### src/hdl/gdf_pkg.sv
package gdf_pkg;

  localparam int ValueW       = 64;
  localparam int CharW        = 8;
  localparam int DigitW       = 4;
  localparam int MaxDigitsDef = 20;
  localparam int CfgIndexW    = 2;

  localparam logic [CfgIndexW-1:0] CFG_SEPARATOR   = 2'd0;
  localparam logic [CfgIndexW-1:0] CFG_SIGNED_MODE = 2'd1;

  localparam logic [CharW-1:0] CharZero     = 8'h30;
  localparam logic [CharW-1:0] CharMinus    = 8'h2D;
  localparam logic [CharW-1:0] SeparatorRst = 8'd44;

  // Per-cycle control shared by every cell of the digit chain
  typedef struct packed {
    logic clear;   // start of a new item
    logic dabble;  // add-3 and shift one binary bit in
    logic shift;   // move digits one cell toward the top
  } cell_ctl_t;

  typedef enum logic [2:0] {
    S_IDLE = 3'b001,
    S_CONV = 3'b010,
    S_EMIT = 3'b100
  } state_t;

endpackage

### src/hdl/gdf_digit_cell.sv
module gdf_digit_cell (
  input  logic                      clk,
  input  gdf_pkg::cell_ctl_t        ctl,
  input  logic                      carry_in,
  input  logic [gdf_pkg::DigitW-1:0] digit_in,
  output logic                      carry_out,
  output logic [gdf_pkg::DigitW-1:0] digit
);
  import gdf_pkg::*;

  logic [DigitW-1:0] adj;
  logic [DigitW-1:0] digit_next;

  // a digit of 5 or more overflows into the next decade after doubling
  assign adj       = (digit >= DigitW'(5)) ? digit + DigitW'(3) : digit;
  assign carry_out = adj[DigitW-1];

  always_comb begin
    priority if (ctl.clear) begin
      digit_next = '0;
    end else if (ctl.dabble) begin
      digit_next = {adj[DigitW-2:0], carry_in};
    end else if (ctl.shift) begin
      digit_next = digit_in;
    end else begin
      digit_next = digit;
    end
  end

  always_ff @(posedge clk) begin
    digit <= digit_next;
  end

endmodule

### src/hdl/grouped_decimal_formatter.sv
// Channel  Handshake             Payload
// in       in_valid / in_stall   value[63:0]
// out      out_valid / out_stall character[7:0], last
// cfg      cfg_valid / cfg_ready cfg_index[1:0], cfg_data[7:0]
//
// One item at a time: the accept, a 64-step shift-add-3 pass through the
// digit chain, then a walk over the MAX_DIGITS digit positions (leading
// zeros are dropped without output) plus the minus sign and every separator,
// each sent as a character of its own.
// rst is synchronous; it resets control and the config registers (comma, signed).
// out_stall, while out_valid is high, holds the character register and freezes the emit sequence.
module grouped_decimal_formatter #(
  parameter int MAX_DIGITS = gdf_pkg::MaxDigitsDef
) (
  input  logic                          clk,
  input  logic                          rst,
  input  logic                          in_valid,
  output logic                          in_stall,
  input  logic [gdf_pkg::ValueW-1:0]    value,
  output logic                          out_valid,
  input  logic                          out_stall,
  output logic [gdf_pkg::CharW-1:0]     character,
  output logic                          last,
  input  logic                          cfg_valid,
  output logic                          cfg_ready,
  input  logic [gdf_pkg::CfgIndexW-1:0] cfg_index,
  input  logic [gdf_pkg::CharW-1:0]     cfg_data
);
  import gdf_pkg::*;

  localparam int PosW = (MAX_DIGITS > 1) ? $clog2(MAX_DIGITS) : 1;
  localparam int BitCntW = $clog2(ValueW);
  localparam logic [PosW-1:0] PosInit = PosW'(MAX_DIGITS - 1);
  localparam logic [1:0] Mod3Init = 2'((MAX_DIGITS - 1) % 3);

  state_t state;
  logic [CharW-1:0]   group_separator;
  logic               signed_mode;
  logic [ValueW-1:0]  mag;
  logic [BitCntW-1:0] bit_cnt;
  logic [PosW-1:0]    pos;
  logic [1:0]         mod3;
  logic               started;
  logic               sign_pending;
  logic               sep_pending;
  logic               truncated;

  cell_ctl_t          ctl;
  logic               carry [MAX_DIGITS];
  logic               top_carry;
  logic [DigitW-1:0]  digits [MAX_DIGITS];
  logic [DigitW-1:0]  top_digit;

  logic in_accept;
  logic load_ok;
  logic skip;
  logic digit_step;
  logic load_last;

  assign cfg_ready = 1'b1;
  assign in_stall  = (state != S_IDLE);
  assign in_accept = in_valid && !in_stall;
  assign load_ok   = !out_valid || !out_stall;
  assign top_digit = digits[MAX_DIGITS-1];

  // leading zeros are dropped unless digits fell off the top of the chain;
  // the digit at position 0 always prints
  assign skip       = (state == S_EMIT) && load_ok && !sign_pending && !sep_pending
                      && !started && !truncated && (top_digit == '0) && (pos != '0);
  assign digit_step = (state == S_EMIT) && load_ok && !sign_pending && !sep_pending;
  assign load_last  = digit_step && !skip && (pos == '0);

  assign ctl.clear  = in_accept;
  assign ctl.dabble = (state == S_CONV);
  assign ctl.shift  = digit_step;

  generate
    for (genvar i = 0; i < MAX_DIGITS; i++) begin : g_cell
      if (i == 0) begin : g_first
        assign carry[0] = mag[ValueW-1];
      end
      if (i < MAX_DIGITS - 1) begin : g_mid
        gdf_digit_cell u_cell (
          .clk       (clk),
          .ctl       (ctl),
          .carry_in  (carry[i]),
          .digit_in  ((i == 0) ? DigitW'(0) : digits[(i == 0) ? 0 : i-1]),
          .carry_out (carry[(i < MAX_DIGITS - 1) ? i+1 : i]),
          .digit     (digits[i])
        );
      end else begin : g_top
        // a carry out of the top cell means higher digits are dropped
        gdf_digit_cell u_cell (
          .clk       (clk),
          .ctl       (ctl),
          .carry_in  (carry[i]),
          .digit_in  ((i == 0) ? DigitW'(0) : digits[(i == 0) ? 0 : i-1]),
          .carry_out (top_carry),
          .digit     (digits[i])
        );
      end
    end
  endgenerate

  always_ff @(posedge clk) begin
    if (rst) begin
      group_separator <= SeparatorRst;
      signed_mode     <= 1'b1;
    end else if (cfg_valid && cfg_ready) begin
      unique case (cfg_index)
        CFG_SEPARATOR:   group_separator <= cfg_data;
        CFG_SIGNED_MODE: signed_mode     <= cfg_data[0];
        default: ;
      endcase
    end
  end

  always_ff @(posedge clk) begin
    if (rst) begin
      state        <= S_IDLE;
      out_valid    <= 1'b0;
      sign_pending <= 1'b0;
      sep_pending  <= 1'b0;
      started      <= 1'b0;
      truncated    <= 1'b0;
      bit_cnt      <= '0;
      pos          <= '0;
      mod3         <= '0;
    end else begin
      unique case (state)
        S_IDLE: begin
          if (in_accept) begin
            state        <= S_CONV;
            bit_cnt      <= BitCntW'(ValueW - 1);
            pos          <= PosInit;
            mod3         <= Mod3Init;
            started      <= 1'b0;
            truncated    <= 1'b0;
            sep_pending  <= 1'b0;
            sign_pending <= signed_mode && value[ValueW-1];
          end
        end
        S_CONV: begin
          bit_cnt <= bit_cnt - BitCntW'(1);
          if (top_carry) begin
            truncated <= 1'b1;
          end
          if (bit_cnt == '0) begin
            state <= S_EMIT;
          end
        end
        S_EMIT: begin
          if (load_ok) begin
            priority if (sign_pending) begin
              sign_pending <= 1'b0;
            end else if (sep_pending) begin
              sep_pending <= 1'b0;
            end else begin
              if (!skip) begin
                started <= 1'b1;
              end
              if (pos == '0) begin
                state <= S_IDLE;
              end else begin
                sep_pending <= !skip && (mod3 == 2'd0);
                pos         <= pos - PosW'(1);
                mod3        <= (mod3 == 2'd0) ? 2'd2 : mod3 - 2'd1;
              end
            end
          end
        end
        default: state <= S_IDLE;
      endcase

      if (load_ok) begin
        out_valid <= (state == S_EMIT) && !skip;
      end
    end
  end

  // payload registers
  always_ff @(posedge clk) begin
    if (in_accept) begin
      mag <= (signed_mode && value[ValueW-1]) ? ~value + ValueW'(1) : value;
    end else if (state == S_CONV) begin
      mag <= {mag[ValueW-2:0], 1'b0};
    end
    if (load_ok && state == S_EMIT && !skip) begin
      priority if (sign_pending) begin
        character <= CharMinus;
        last      <= 1'b0;
      end else if (sep_pending) begin
        character <= group_separator;
        last      <= 1'b0;
      end else begin
        character <= CharZero + CharW'(top_digit);
        last      <= load_last;
      end
    end
  end

  a_accept_starts_conv: assert property (@(posedge clk) disable iff (rst)
    in_accept |=> (state == S_CONV) && (bit_cnt == BitCntW'(ValueW - 1)))
    else $error("accepted item did not start conversion");

  a_last_ends_item: assert property (@(posedge clk) disable iff (rst)
    load_last |=> (state == S_IDLE) && out_valid && last)
    else $error("final character did not end the item");

  a_sep_after_sign: assert property (@(posedge clk) disable iff (rst)
    sep_pending |-> !sign_pending && started)
    else $error("separator pending before any digit");

  a_conv_silent: assert property (@(posedge clk) disable iff (rst)
    (state == S_CONV) && $past(state == S_CONV) |-> !$rose(out_valid))
    else $error("character issued during conversion");

endmodule

### config.mk
export PLATFORM = sky130hd
export DESIGN_NAME = grouped_decimal_formatter
export DESIGN_NICKNAME = d
export VERILOG_FILES = /design/src/hdl/gdf_pkg.sv /design/src/hdl/gdf_digit_cell.sv /design/src/hdl/grouped_decimal_formatter.sv
export SDC_FILE = /design/constraint.sdc
export NUM_CORES = 1
export LEC_CHECK = 0
export BUFFER_PORTS_ARGS = -buffer_cell sky130_fd_sc_hd__buf_2
export CAP_MARGIN = 40
export CORE_MARGIN = 5
export CORE_UTILIZATION = 36
export CTS_BUF_LIST = sky130_fd_sc_hd__clkbuf_4 sky130_fd_sc_hd__clkbuf_8 sky130_fd_sc_hd__clkbuf_16
export CTS_CLUSTER_DIAMETER = 30
export CTS_CLUSTER_SIZE = 8
export DETAILED_ROUTE_END_ITERATION = 6
export GPL_ROUTABILITY_DRIVEN = 1
export GPL_TIMING_DRIVEN = 0
export PLACE_DENSITY = 0.54
export SETUP_SLACK_MARGIN = 0.2
export SLEW_MARGIN = 20
export SYNTH_ARGS = -nofsm -noshare
export SYNTH_HDL_FRONTEND = slang
export SYNTH_SLANG_ARGS = --single-unit
### constraint.sdc
create_clock -name clk -period 2.7 [get_ports clk]
set_input_delay 0.405 -clock clk [delete_from_list [all_inputs] [get_ports clk]]
set_output_delay 0.405 -clock clk [all_outputs]
set_load 0.05 [all_outputs]
==> impl_metrics.csv, run 1 <==
group,metric,value,unit
floorplan,die-height,184,um
placed_design,hpwl,23800,um
setup_path,arrival,2.77,ns
clocking,cts_tree,"built",
timing,finalSetupViolCount,0,
finish,finish.net_count,1512,
floorplan,io_pins,91,
floorplan,die_x,184,um
yosys,syn_inst,1274,
placed_design,place.gp.congestion,0.895,
grt,grt_pass1_wl,52600,um
setup_path,path_cells,"nor3b_1 -> clkbuf_1 -> clkbuf_2 -> nand2_1 -> nand4_1 -> a21oi_1",
yosys,synth_top_area_share,20.3,%
pwr,p_leak,0.00453,uW
finish,postLayoutCellArea,0.0126,mm2
yosys,yosysTopAreaCell,"dfxtp_1",
clocking,cts_buffer_depth,2,
yosys,synth-edff-count,73,
worst_hold_path,holdPathEnd,"group_separator[5]",
worst_hold_path,holdPathStages,3,
setup_path,cpPeakStageDelay,0.57,ns
setup_path,r2r_cells,6,
drt,first_pass_iters,5,
yosys,yosys.area_share.simple,18.4,%
placed_design,place_area,0.0118,mm2
drt,ant_nets,0,
setup_path,cp-end-kind,"flip-flop",
setup_path,cp_max_fo,10,
drt,drtIter0Drc,904,
timing,slew_headroom,41.3,%
outcome,status,"finished, final reports clean",
yosys,yosysUniqueCellTypes,57,
timing,finalSetupTns,0,ns
pwr,clkPwrFrac,38.9,%
setup_path,timing.rr.end,"g_cell[8].g_mid.u_cell.digit[0]",
yosys,synth_top_family_by_area,"compound AO/OA/AOI/OAI gates",
clocking,htree_levels,4,
grt,grt.overflow.total,0,
grt,groute.usage.overall,19.6,%
yosys,yosysSeqAreaShare,40.5,%
timing,clock_skew,0.0161,ns
yosys,synth_compound_area_share,21.3,%
yosys,async_reset_ff_share,0,%
floorplan,dieArea,0.0337,mm2
pwr,powerDensity,551,mW/mm2
grt,antenna_found_initial,0,
grt,grt_pass1_vias,9239,
setup_path,worstSetupPathType,"flip-flop to flip-flop",
setup_path,start_kind,"flip-flop",
timing,fin_hold_ws,0.185,ns
timing,finalHoldViolations,0,
yosys,synth_nets,1401,
pwr,seq_power_share,46.7,%
worst_hold_path,min_from,"cfg_data[5]",
timing,worstMarginPinSlew,0.881,ns
setup_path,worst-endpoint-required,3.03,ns
yosys,synth_area_leaders,"dfxtp_1 20%, edfxtp_1 20%, o21ai_0 6.0%",
clocking,cts_buffers,17,
finish,antenna-diode-count,0,
floorplan,initial_core_util,36.5,%
pwr,power_frac_comb,14.3,%
pwr,switchingPower,2100,uW
yosys,synth_most_common_cell,"nand2_1",
pwr,peakVddDrop,0.425,mV
pwr,intPower,4830,uW
placed_design,dp.cells,1754,
clocking,clk_latency,0.44,ns
yosys,yosys-top-cells-count,"152 x nand2_1, 130 x o21ai_0, 110 x dfxtp_1",
yosys,synth_seq_cells,183,
timing,rsz0062_at_grt,"true",
timing,fin_crit_sh,90.6,%
pwr,switching_share,30.3,%
clocking,cts_root_buf,"clkbuf_16",
flow_run,cap_violations,0,
yosys,synth-adder-area-share,5.54,%
yosys,synthFlopType,"dfxtp_1",
yosys,yosysWarnings,0,
setup_path,reg2reg_slack,0.25,ns
worst_hold_path,hp-class,"input port to flip-flop",
setup_path,timing.rr.start,"state[1]",
placed_design,port_buffers,87,
timing,fmax,409,MHz
finish,syn_to_final_growth,15.9,%
timing,slew_viol_final,0,
floorplan,core_area,0.0297,mm2
yosys,synth_mux_area_share,2.86,%
drt,vias,9913,
grt,grt_max_degree,48,
yosys,synth_xor_area_share,6.62,%
clocking,cts.sinks,183,
drt,viasPerCell,5.54,
timing,fin_crit,2.45,ns
setup_path,slowest_stage,"nor3b_1",
drt,drc,0,
yosys,synth_area,0.0109,mm2
drt,wl_per_cell,19.0,um
finish,fin_util,42.3,%
finish,drive_above_1_share,13.2,%
yosys,syn_area_per_cell,8.52,um2
drt,totalWireLength,34000,um
finish,final_cells,1788,
floorplan,core.rowCount,63,
clocking,clk_pin_slew_worst_paths,0.09,ns
-- stage by stage --
step	power, uW	setup slack [ns]
after floorplan	3890	0.268
after global placement	4260	-0.468
after detailed placement	4280	-0.498
after CTS	6970	0.141
after global routing	7210	0.177
final	6930	0.254
-- timing repair --
item | CTS | global route
setup endpoints to repair | 110 | 101
pin swaps | 0 | 0
resized for setup | 16 | 42
buffers inserted | 0 | 0
hold buffers | 0 | 0
cloned | 0 | 0
-- per-layer routing --
| layer | global-route usage, % | part of all wire [%] | vias up |
|---|---|---|---|
| met3 | 2.67 | 5.8 | 44 |
| met5 | 0 | 0 | - |
| met1 | 27.1 | 46 | 4728 |
| met2 | 31.9 | 47 | 291 |
| met4 | 5.99 | 1.8 | 0 |
| li1 | - | - | 4850 |
-- how the worst max path moves through the flow --
stage	startpoint	end
3_5_place_dp	value[0]	mag[58]
2_1_floorplan	value[40]	mag[61]
4_1_cts	state[2]	g_cell[8].g_mid.u_cell.digit[0]
3_3_place_gp	value[0]	mag[58]
6_report	state[1]	g_cell[8].g_mid.u_cell.digit[0]
5_1_grt	state[1]	mag[43]
-- sequential cells by signal, summed over array words and instances (netlist names) --
signal                     cells
g_cell.g_mid.u_cell.digit     76
mag                           64
character                      8
group_separator                8
bit_cnt                        6
pos                            5
g_cell.g_top.u_cell.digit      4
state                          3
mod3                           2
last                           1
out_valid                      1
sep_pending                    1
sign_pending                   1
signed_mode                    1
started                        1
truncated                      1
-- area by class of cell --
type | count | area [um2]
Clock inverter | 15 | 223
Tap cell | 390 | 488
Sequential cell | 183 | 4390
Multi-Input combinational cell | 957 | 5990
Timing Repair Buffer | 92 | 503
Clock buffer | 17 | 425
Buffer | 77 | 338
Inverter | 57 | 214
Fill cell | 2968 | 17100
-- cell usage in the layout (no fill, tap or decap), types with 3 or more instances in the layout --
master     count
a211oi_1      84
a21oi_1       80
a311oi_1       4
a31oi_1       11
a32oi_1       18
and2_1         5
buf_1          3
buf_2         97
clkbuf_1      37
clkbuf_16     17
clkbuf_2      26
clkinv_8       8
dfxtp_1      110
edfxtp_1      73
ha_1          48
inv_1         57
mux2i_1       31
nand2_1      150
nand2b_1      22
nand3_1       28
nand3b_1       3
nand4_1       20
nor2_1       101
nor3_1        41
nor3b_1        6
nor4_1         7
o21ai_0      130
o21ai_1        3
o31ai_1       20
o41ai_1        9
or3_1          8
or3b_2         3
or4_1          5
or4_4          3
xnor2_1       33
xor2_1        49
-- power groups by stage --
stage                     Combinational [uW]  Clock (uW)  Sequential, uW
after floorplan                          633           0            3260
after global placement                   957           0            3300
after detailed placement                 978           0            3300
after CTS                                986        2750            3240
after global routing                    1110        2840            3260
final                                    991        2700            3240
-- kinds of logic after synthesis --
logic type / Yosys count
AOI/OAI and AO/OA: 372
xor gates and xnor gates: 82
adders and majority gates: 48
buffers and inverters: 134
DFF: 183
muxes: 31
other: 1
and+or+nand+nor: 423
-- critical path: cells and delay by family, from the launching register on --
kind | cells | cell delay (ns)
DFF | 1 | 0.42
AOI/OAI and AO/OA | 1 | 0.10
and+or+nand+nor | 3 | 0.87
buffers and inverters | 2 | 0.95
Note: power is estimated with default switching activity, not from simulation.
==> inputs of run 2 (changes only) <==
PLACE_DENSITY = 0.52   (was 0.54)
clock period = 2.3 ns   (was 2.7 ns; I/O delays follow)
==> run 2 against run 1 <==
The flow now finishes with violations (DRC); cell count rose by 0.67%; first-iteration DRC count fell by 7.6%; routed wire length rose by 2.4%; hold slack got worse by 0.070 ns; clock skew rose by 0.0058 ns; die area did not move; design area rose by 3.7%; critical endpoint is now mag[61]; largest power group unchanged; highest routed layer unchanged.
==> impl_metrics.csv, run 2 (same netlist as run 1, synthesis figures left out) <==
group,metric,value,unit
flow_run,cap_violations,0,
pwr,switchingPower,2510,uW
floorplan,die_x,184,um
timing,fin_hold_ws,0.115,ns
finish,layout_commonest_cell,"nand2_1",
pwr,power,8130,uW
drt,ant_nets,0,
drt,wl_per_cell,19.3,um
finish,fin_util,43.9,%
drt,vias,9908,
drt,drtIter0Drc,835,
timing,fin_crit_sh,92.5,%
setup_path,arrival,2.31,ns
grt,grt_max_degree,55,
worst_hold_path,min_from,"cfg_data[5]",
setup_path,start_kind,"input port",
drt,viasPerCell,5.50,
floorplan,dieArea,0.0337,mm2
drt,first_pass_iters,7,
setup_path,cp.buffers_inverters,1,
setup_path,timing.critical_path.from,"value[41]",
outcome,status,"complete, but fails checks",
floorplan,io_pins,91,
pwr,power_frac_comb,15.2,%
finish,drive_above_1_share,18.3,%
finish,finish.net_count,1523,
timing,finalHoldViolations,0,
grt,groute.usage.overall,20.2,%
worst_hold_path,hp-class,"input port to flip-flop",
pwr,peakVddDrop,0.500,mV
pwr,switching_share,30.9,%
finish,final_cell_mix,"150 x nand2_1, 126 x o21ai_0, 105 x dfxtp_1",
setup_path,cpPeakStageDelay,0.57,ns
clocking,clk_pin_slew_worst_paths,0.09,ns
timing,timing.final.ws_setup,0.171,ns
setup_path,timing.rr.start,"state[1]",
clocking,cts.sinks,183,
finish,reg_top3,"g_cell.g_mid.u_cell.digit x76, mag x64",
setup_path,cp-end-kind,"flip-flop",
setup_path,worst-endpoint-required,2.48,ns
grt,antenna_found_initial,1,
clocking,cts_buffers,17,
setup_path,slowest_stage,"or4_4",
clocking,htree_levels,4,
clocking,ctsHoldBuffers,0,
timing,fmax,470,MHz
placed_design,place.gp.congestion,0.852,
clocking,clk_latency,0.45,ns
finish,syn_to_final_growth,20.3,%
clocking,cts_root_buf,"clkbuf_16",
setup_path,cp_max_fo,4,
floorplan,core.rowCount,63,
placed_design,preCtsSetupSlack,-0.566,ns
drt,totalWireLength,34800,um
grt,grt_pass1_wl,54000,um
pwr,intPower,5610,uW
pwr,clkPwrFrac,38.0,%
placed_design,hpwl,24200,um
setup_path,worstSetupPathType,"input port to flip-flop",
setup_path,path_cells,"buf_2 -> or4_4 -> or3_4 -> or4_4 -> o31ai_4 -> xor2_1 -> o21ai_1",
timing,worstMarginPinSlew,0.642,ns
timing,rsz0062_at_grt,"true",
finish,largest_reg_flops,76,
pwr,seq_power_share,46.9,%
outcome,violations,"DRC",
floorplan,initial_core_util,36.5,%
pwr,p_leak,0.00472,uW
grt,grt_pass1_vias,9646,
timing,fin_crit,2.13,ns
placed_design,port_buffers,87,
floorplan,die-height,184,um
setup_path,crit_top_cell,"or4_4",
setup_path,critPathTopFamily,"simple AND/OR/NAND/NOR gates",
timing,slew_viol_final,0,
timing,clock_skew,0.0219,ns
drt,drc,1,
grt,grt.overflow.total,0,
timing,slew_headroom,57.2,%
finish,top_register,"g_cell.g_mid.u_cell.digit",
clocking,cts_buffer_depth,2,
timing,finalSetupViolCount,0,
clocking,cts_tree,"built",
floorplan,core_area,0.0297,mm2
pwr,powerDensity,623,mW/mm2
[run 2: final timing paths]
check	endpoint	slack, ns	cells after the start
max	mag[61]	0.17	7
min	group_separator[5]	0.11	3
max reg2reg	mag[38]	0.25	7
min reg2reg	group_separator[3]	0.49	2
[run 2: repair_timing]
action                                  4_1_cts  5_1_grt
pin swaps                                     4       14
endpoints found under the setup margin      212      182
buffers inserted                              7        3
gates cloned                                  0        1
endpoints found under the hold margin         0        0
gates resized for setup                      81       59
[run 2: power groups by stage]
stage | registers (uW) | logic (uW) | clock network [uW]
finish | 3810 | 1230 | 3090
global route | 3830 | 1380 | 3280
CTS | 3800 | 1210 | 3130
detailed placement | 3870 | 1170 | 0
global placement | 3870 | 1150 | 0
floorplan | 3820 | 752 | 0
[run 2: per-stage QoR]
step	std cells	setup TNS, ns	cell area, um2
2_1_floorplan	1274	-0.00436	11000
3_3_place_gp	1751	-94.13	11900
3_5_place_dp	1756	-55.64	12000
4_1_cts	1795	0	12800
5_1_grt	1800	0	13000
6_report	1800	0	13000
[run 2: final cells by class]
| type | count | area (um2) |
|---|---|---|
| Antenna cell | 1 | 2.50 |
| Buffer | 77 | 423 |
| Clock buffer | 17 | 425 |
| Clock inverter | 15 | 198 |
| Fill cell | 2967 | 16700 |
| Inverter | 57 | 219 |
| Multi-Input combinational cell | 957 | 6250 |
| Sequential cell | 183 | 4400 |
| Tap cell | 390 | 488 |
| Timing Repair Buffer | 103 | 637 |
[run 2: worst reg2reg max path, stage by stage, from the launching register on]
cell and delay (ns):
dfxtp_4 0.38, nor2_1 0.15, nand3_1 0.20, clkbuf_4 0.29
clkbuf_4 0.26, clkbuf_2 0.25, nand2_1 0.11, o21ai_0 0.11
[run 2: routing by layer]
| layer | routed length [um] | global-route usage [%] | up-vias | share of wire [%] |
|---|---|---|---|---|
| met5 | 0 | 0 | - | 0 |
| met4 | 760 | 6.05 | 0 | 2.2 |
| met3 | 1890 | 3.32 | 53 | 5.4 |
| met2 | 16200 | 33.1 | 266 | 47 |
| met1 | 15900 | 27.5 | 4726 | 46 |
| li1 | - | - | 4863 | - |
==> inputs of run 3 (changes only) <==
ABC_AREA = 1   (was default)
PLACE_DENSITY = 0.51   (was 0.52)
==> run 3 against run 2 <==
The run now ends clean; synthesized cell count grew 30%; die area grew 8.3%; critical path depth shrank 1; sequential power grew 50%; routed wire length grew 16%; global-route usage grew 1.9 points; area after synthesis grew 8.8%; worst setup slack gained 0.13 ns; clock skew shrank 0.0069 ns; critical endpoint is now g_cell[16].g_mid.u_cell.digit[0]; largest power group is now combinational cells.
==> impl_metrics.csv, run 3 <==
group,metric,value,unit
floorplan,core.rowCount,66,
timing,fin_crit,2.00,ns
drt,drtIter0Drc,931,
yosys,yosysSeqAreaShare,37.2,%
drt,vias,11527,
placed_design,place.gp.congestion,0.937,
floorplan,initial_core_util,36.4,%
timing,finalSetupViolCount,0,
drt,first_pass_iters,7,
floorplan,die_x,191,um
finish,layout_commonest_cell,"nand2_1",
timing,fmax,500,MHz
floorplan,io_pins,91,
drt,drc,0,
setup_path,crit_top_cell,"a21oi_1",
placed_design,dp.cells,2185,
grt,antenna_found_initial,1,
yosys,yosysWarnings,0,
grt,grt.overflow.total,0,
yosys,yosysUniqueCellTypes,45,
clocking,cts_tree,"built",
setup_path,timing.critical_path.from,"state[2]",
setup_path,cp.buffers_inverters,3,
setup_path,arrival,2.39,ns
pwr,switching_share,43.4,%
setup_path,timing.rr.start,"state[2]",
pwr,switchingPower,6420,uW
grt,grt_max_degree,30,
clocking,cts_root_buf,"clkbuf_16",
finish,reg_top3,"g_cell.g_mid.u_cell.digit x76, mag x64",
placed_design,preCtsSetupSlack,0.00904,ns
finish,finish.net_count,1892,
worst_hold_path,min_from,"cfg_data[2]",
yosys,synth_area,0.0118,mm2
timing,slew_headroom,48.0,%
timing,rsz0062_at_grt,"false",
setup_path,cpPeakStageDelay,0.60,ns
clocking,cts.sinks,183,
finish,top_register,"g_cell.g_mid.u_cell.digit",
setup_path,slowest_stage,"buf_1",
setup_path,cp-end-kind,"flip-flop",
timing,finalHoldViolations,0,
pwr,seq_power_share,38.5,%
yosys,async_reset_ff_share,0,%
setup_path,cp_max_fo,10,
drt,ant_nets,0,
timing,fin_crit_sh,87.0,%
outcome,status,"finished, final reports clean",
floorplan,die-height,191,um
finish,drive_above_1_share,13.2,%
yosys,synth_nets,1779,
drt,totalWireLength,40500,um
finish,antenna-diode-count,0,
drt,wl_per_cell,18.2,um
yosys,syn_inst,1652,
timing,slew_viol_final,0,
clocking,clk_pin_slew_worst_paths,0.09,ns
yosys,syn_area_per_cell,7.15,um2
grt,groute.usage.overall,22.1,%
finish,final_cell_mix,"374 x nand2_1, 176 x o21ai_0, 168 x nor2_1",
pwr,intPower,8370,uW
finish,fillers,3418,
pwr,power_frac_comb,40.3,%
pwr,powerDensity,1090,mW/mm2
clocking,htree_levels,4,
clocking,cts_buffers,17,
setup_path,worstSetupPathType,"flip-flop to flip-flop",
setup_path,worst-endpoint-required,2.69,ns
finish,largest_reg_flops,76,
setup_path,critPathTopFamily,"buffers and inverters",
placed_design,port_buffers,89,
timing,worstMarginPinSlew,0.780,ns
yosys,yosysTopAreaCell,"dfxtp_1",
grt,grt_pass1_wl,62800,um
yosys,synth_seq_cells,183,
floorplan,core_area,0.0325,mm2
placed_design,hpwl,29700,um
finish,syn_to_final_growth,14.8,%
setup_path,path_cells,"inv_2 -> nand3_4 -> buf_2 -> buf_1 -> a21oi_1 -> a21oi_1",
setup_path,start_kind,"flip-flop",
timing,timing.final.ws_setup,0.298,ns
pwr,peakVddDrop,0.646,mV
finish,final_cells,2220,
yosys,synth-edff-count,73,
pwr,p_leak,0.00571,uW
drt,viasPerCell,5.19,
yosys,synth_area_leaders,"dfxtp_1 19%, edfxtp_1 19%, nand2_1 12%",
clocking,cts_buffer_depth,2,
yosys,synthFlopType,"dfxtp_1",
worst_hold_path,hp-class,"input port to flip-flop",
yosys,yosys-top-cells-count,"375 x nand2_1, 181 x o21ai_0, 171 x nor2_1",
yosys,synth_top_area_share,18.6,%
flow_run,cap_violations,0,
clocking,ctsHoldBuffers,0,
yosys,synth_most_common_cell,"nand2_1",
pwr,clkPwrFrac,21.2,%
grt,grt_pass1_vias,11146,
floorplan,dieArea,0.0365,mm2
clocking,clk_latency,0.46,ns
timing,clock_skew,0.0150,ns
run 3: cell types whose count changed in the layout (fill, tap and decap cells not counted), sizes merged, moves of 24 or more:
cell    previous run  this run
nand2            153       384
inv               64       187
o21ai            133       219
a211oi            85         4
nor2             102       180
nand3             28        97
a21oi             80       123
clkbuf            79        37
mux2i             31         0
nor3              43        19
run 3: final timing paths:
kind                                       to  slack (ns)  depth (start not counted)
max          g_cell[16].g_mid.u_cell.digit[0]        0.30                          6
min                        group_separator[2]         0.1                          3
max reg2reg  g_cell[16].g_mid.u_cell.digit[0]        0.30                          6
min reg2reg                group_separator[6]        0.46                          2
run 3: metal layers:
metal	vias up	GRT usage, %	routed length, um
li1	5746	-	-
met1	5326	31.2	19500
met2	385	34.5	17600
met3	70	3.36	2320
met4	0	7.62	1100
met5	-	0	0
run 3: power groups by stage:
stage / Sequential [uW] / Combinational, uW / Clock, uW
final: 5700 / 5970 / 3130
after global routing: 5850 / 6800 / 3340
after CTS: 5670 / 5950 / 3210
after detailed placement: 5730 / 5860 / 0
after global placement: 5750 / 5710 / 0
after floorplan: 5470 / 4250 / 0
run 3: cell type report:
cell class              count  area, um2  share of cell area, %
flip-flops and latches    183       4400                   32.4
clock buffers              17        425                   3.14
repair buffers             94        520                   3.84
multi-input cells        1225       6450                   47.6
plain buffers              64        342                   2.52
clock inverters            15        183                   1.35
well taps                 442        553                   4.08
inverters                 180        682                   5.03
run 3: worst register-to-register path: cells and delay by family (launching register included):
family	cells	cell delay (ns)
AND/OR/NAND/NOR	1	0.12
AO/OA/AOI/OAI	2	0.41
flip-flops	1	0.39
buffers and inverters	3	1.02
run 3: stage by stage:
stage	hold slack [ns]	setup TNS, ns	power, uW	instance area [um2]	utilization, %
2_1_floorplan	0.430	0	9710	11800	-
3_3_place_gp	0.447	-34.06	11500	12800	39.5
3_5_place_dp	0.453	0	11600	12900	39.7
4_1_cts	0.0817	0	14800	13500	41.7
5_1_grt	0.112	0	16000	13600	41.8
6_report	0.0962	0	14800	13600	41.8
run 3: cell families after synthesis:
group                    after synthesis  synth area share, %
AND/OR/NAND/NOR                      724                 26.2
other                                  1               0.0318
buffers and inverters                244                 8.48
adder cells (fa/ha/maj)               48                 5.09
XOR/XNOR                              51                 3.78
AO/OA/AOI/OAI                        401                 19.2
flip-flops                           183                 37.2
run 3: what timing repair did:
action / CTS / global route
buffers inserted: 3 / 0
pin swaps: 2 / 1
resized for setup: 8 / 12
setup endpoints to repair: 53 / 38
hold endpoints to repair: 0 / 0
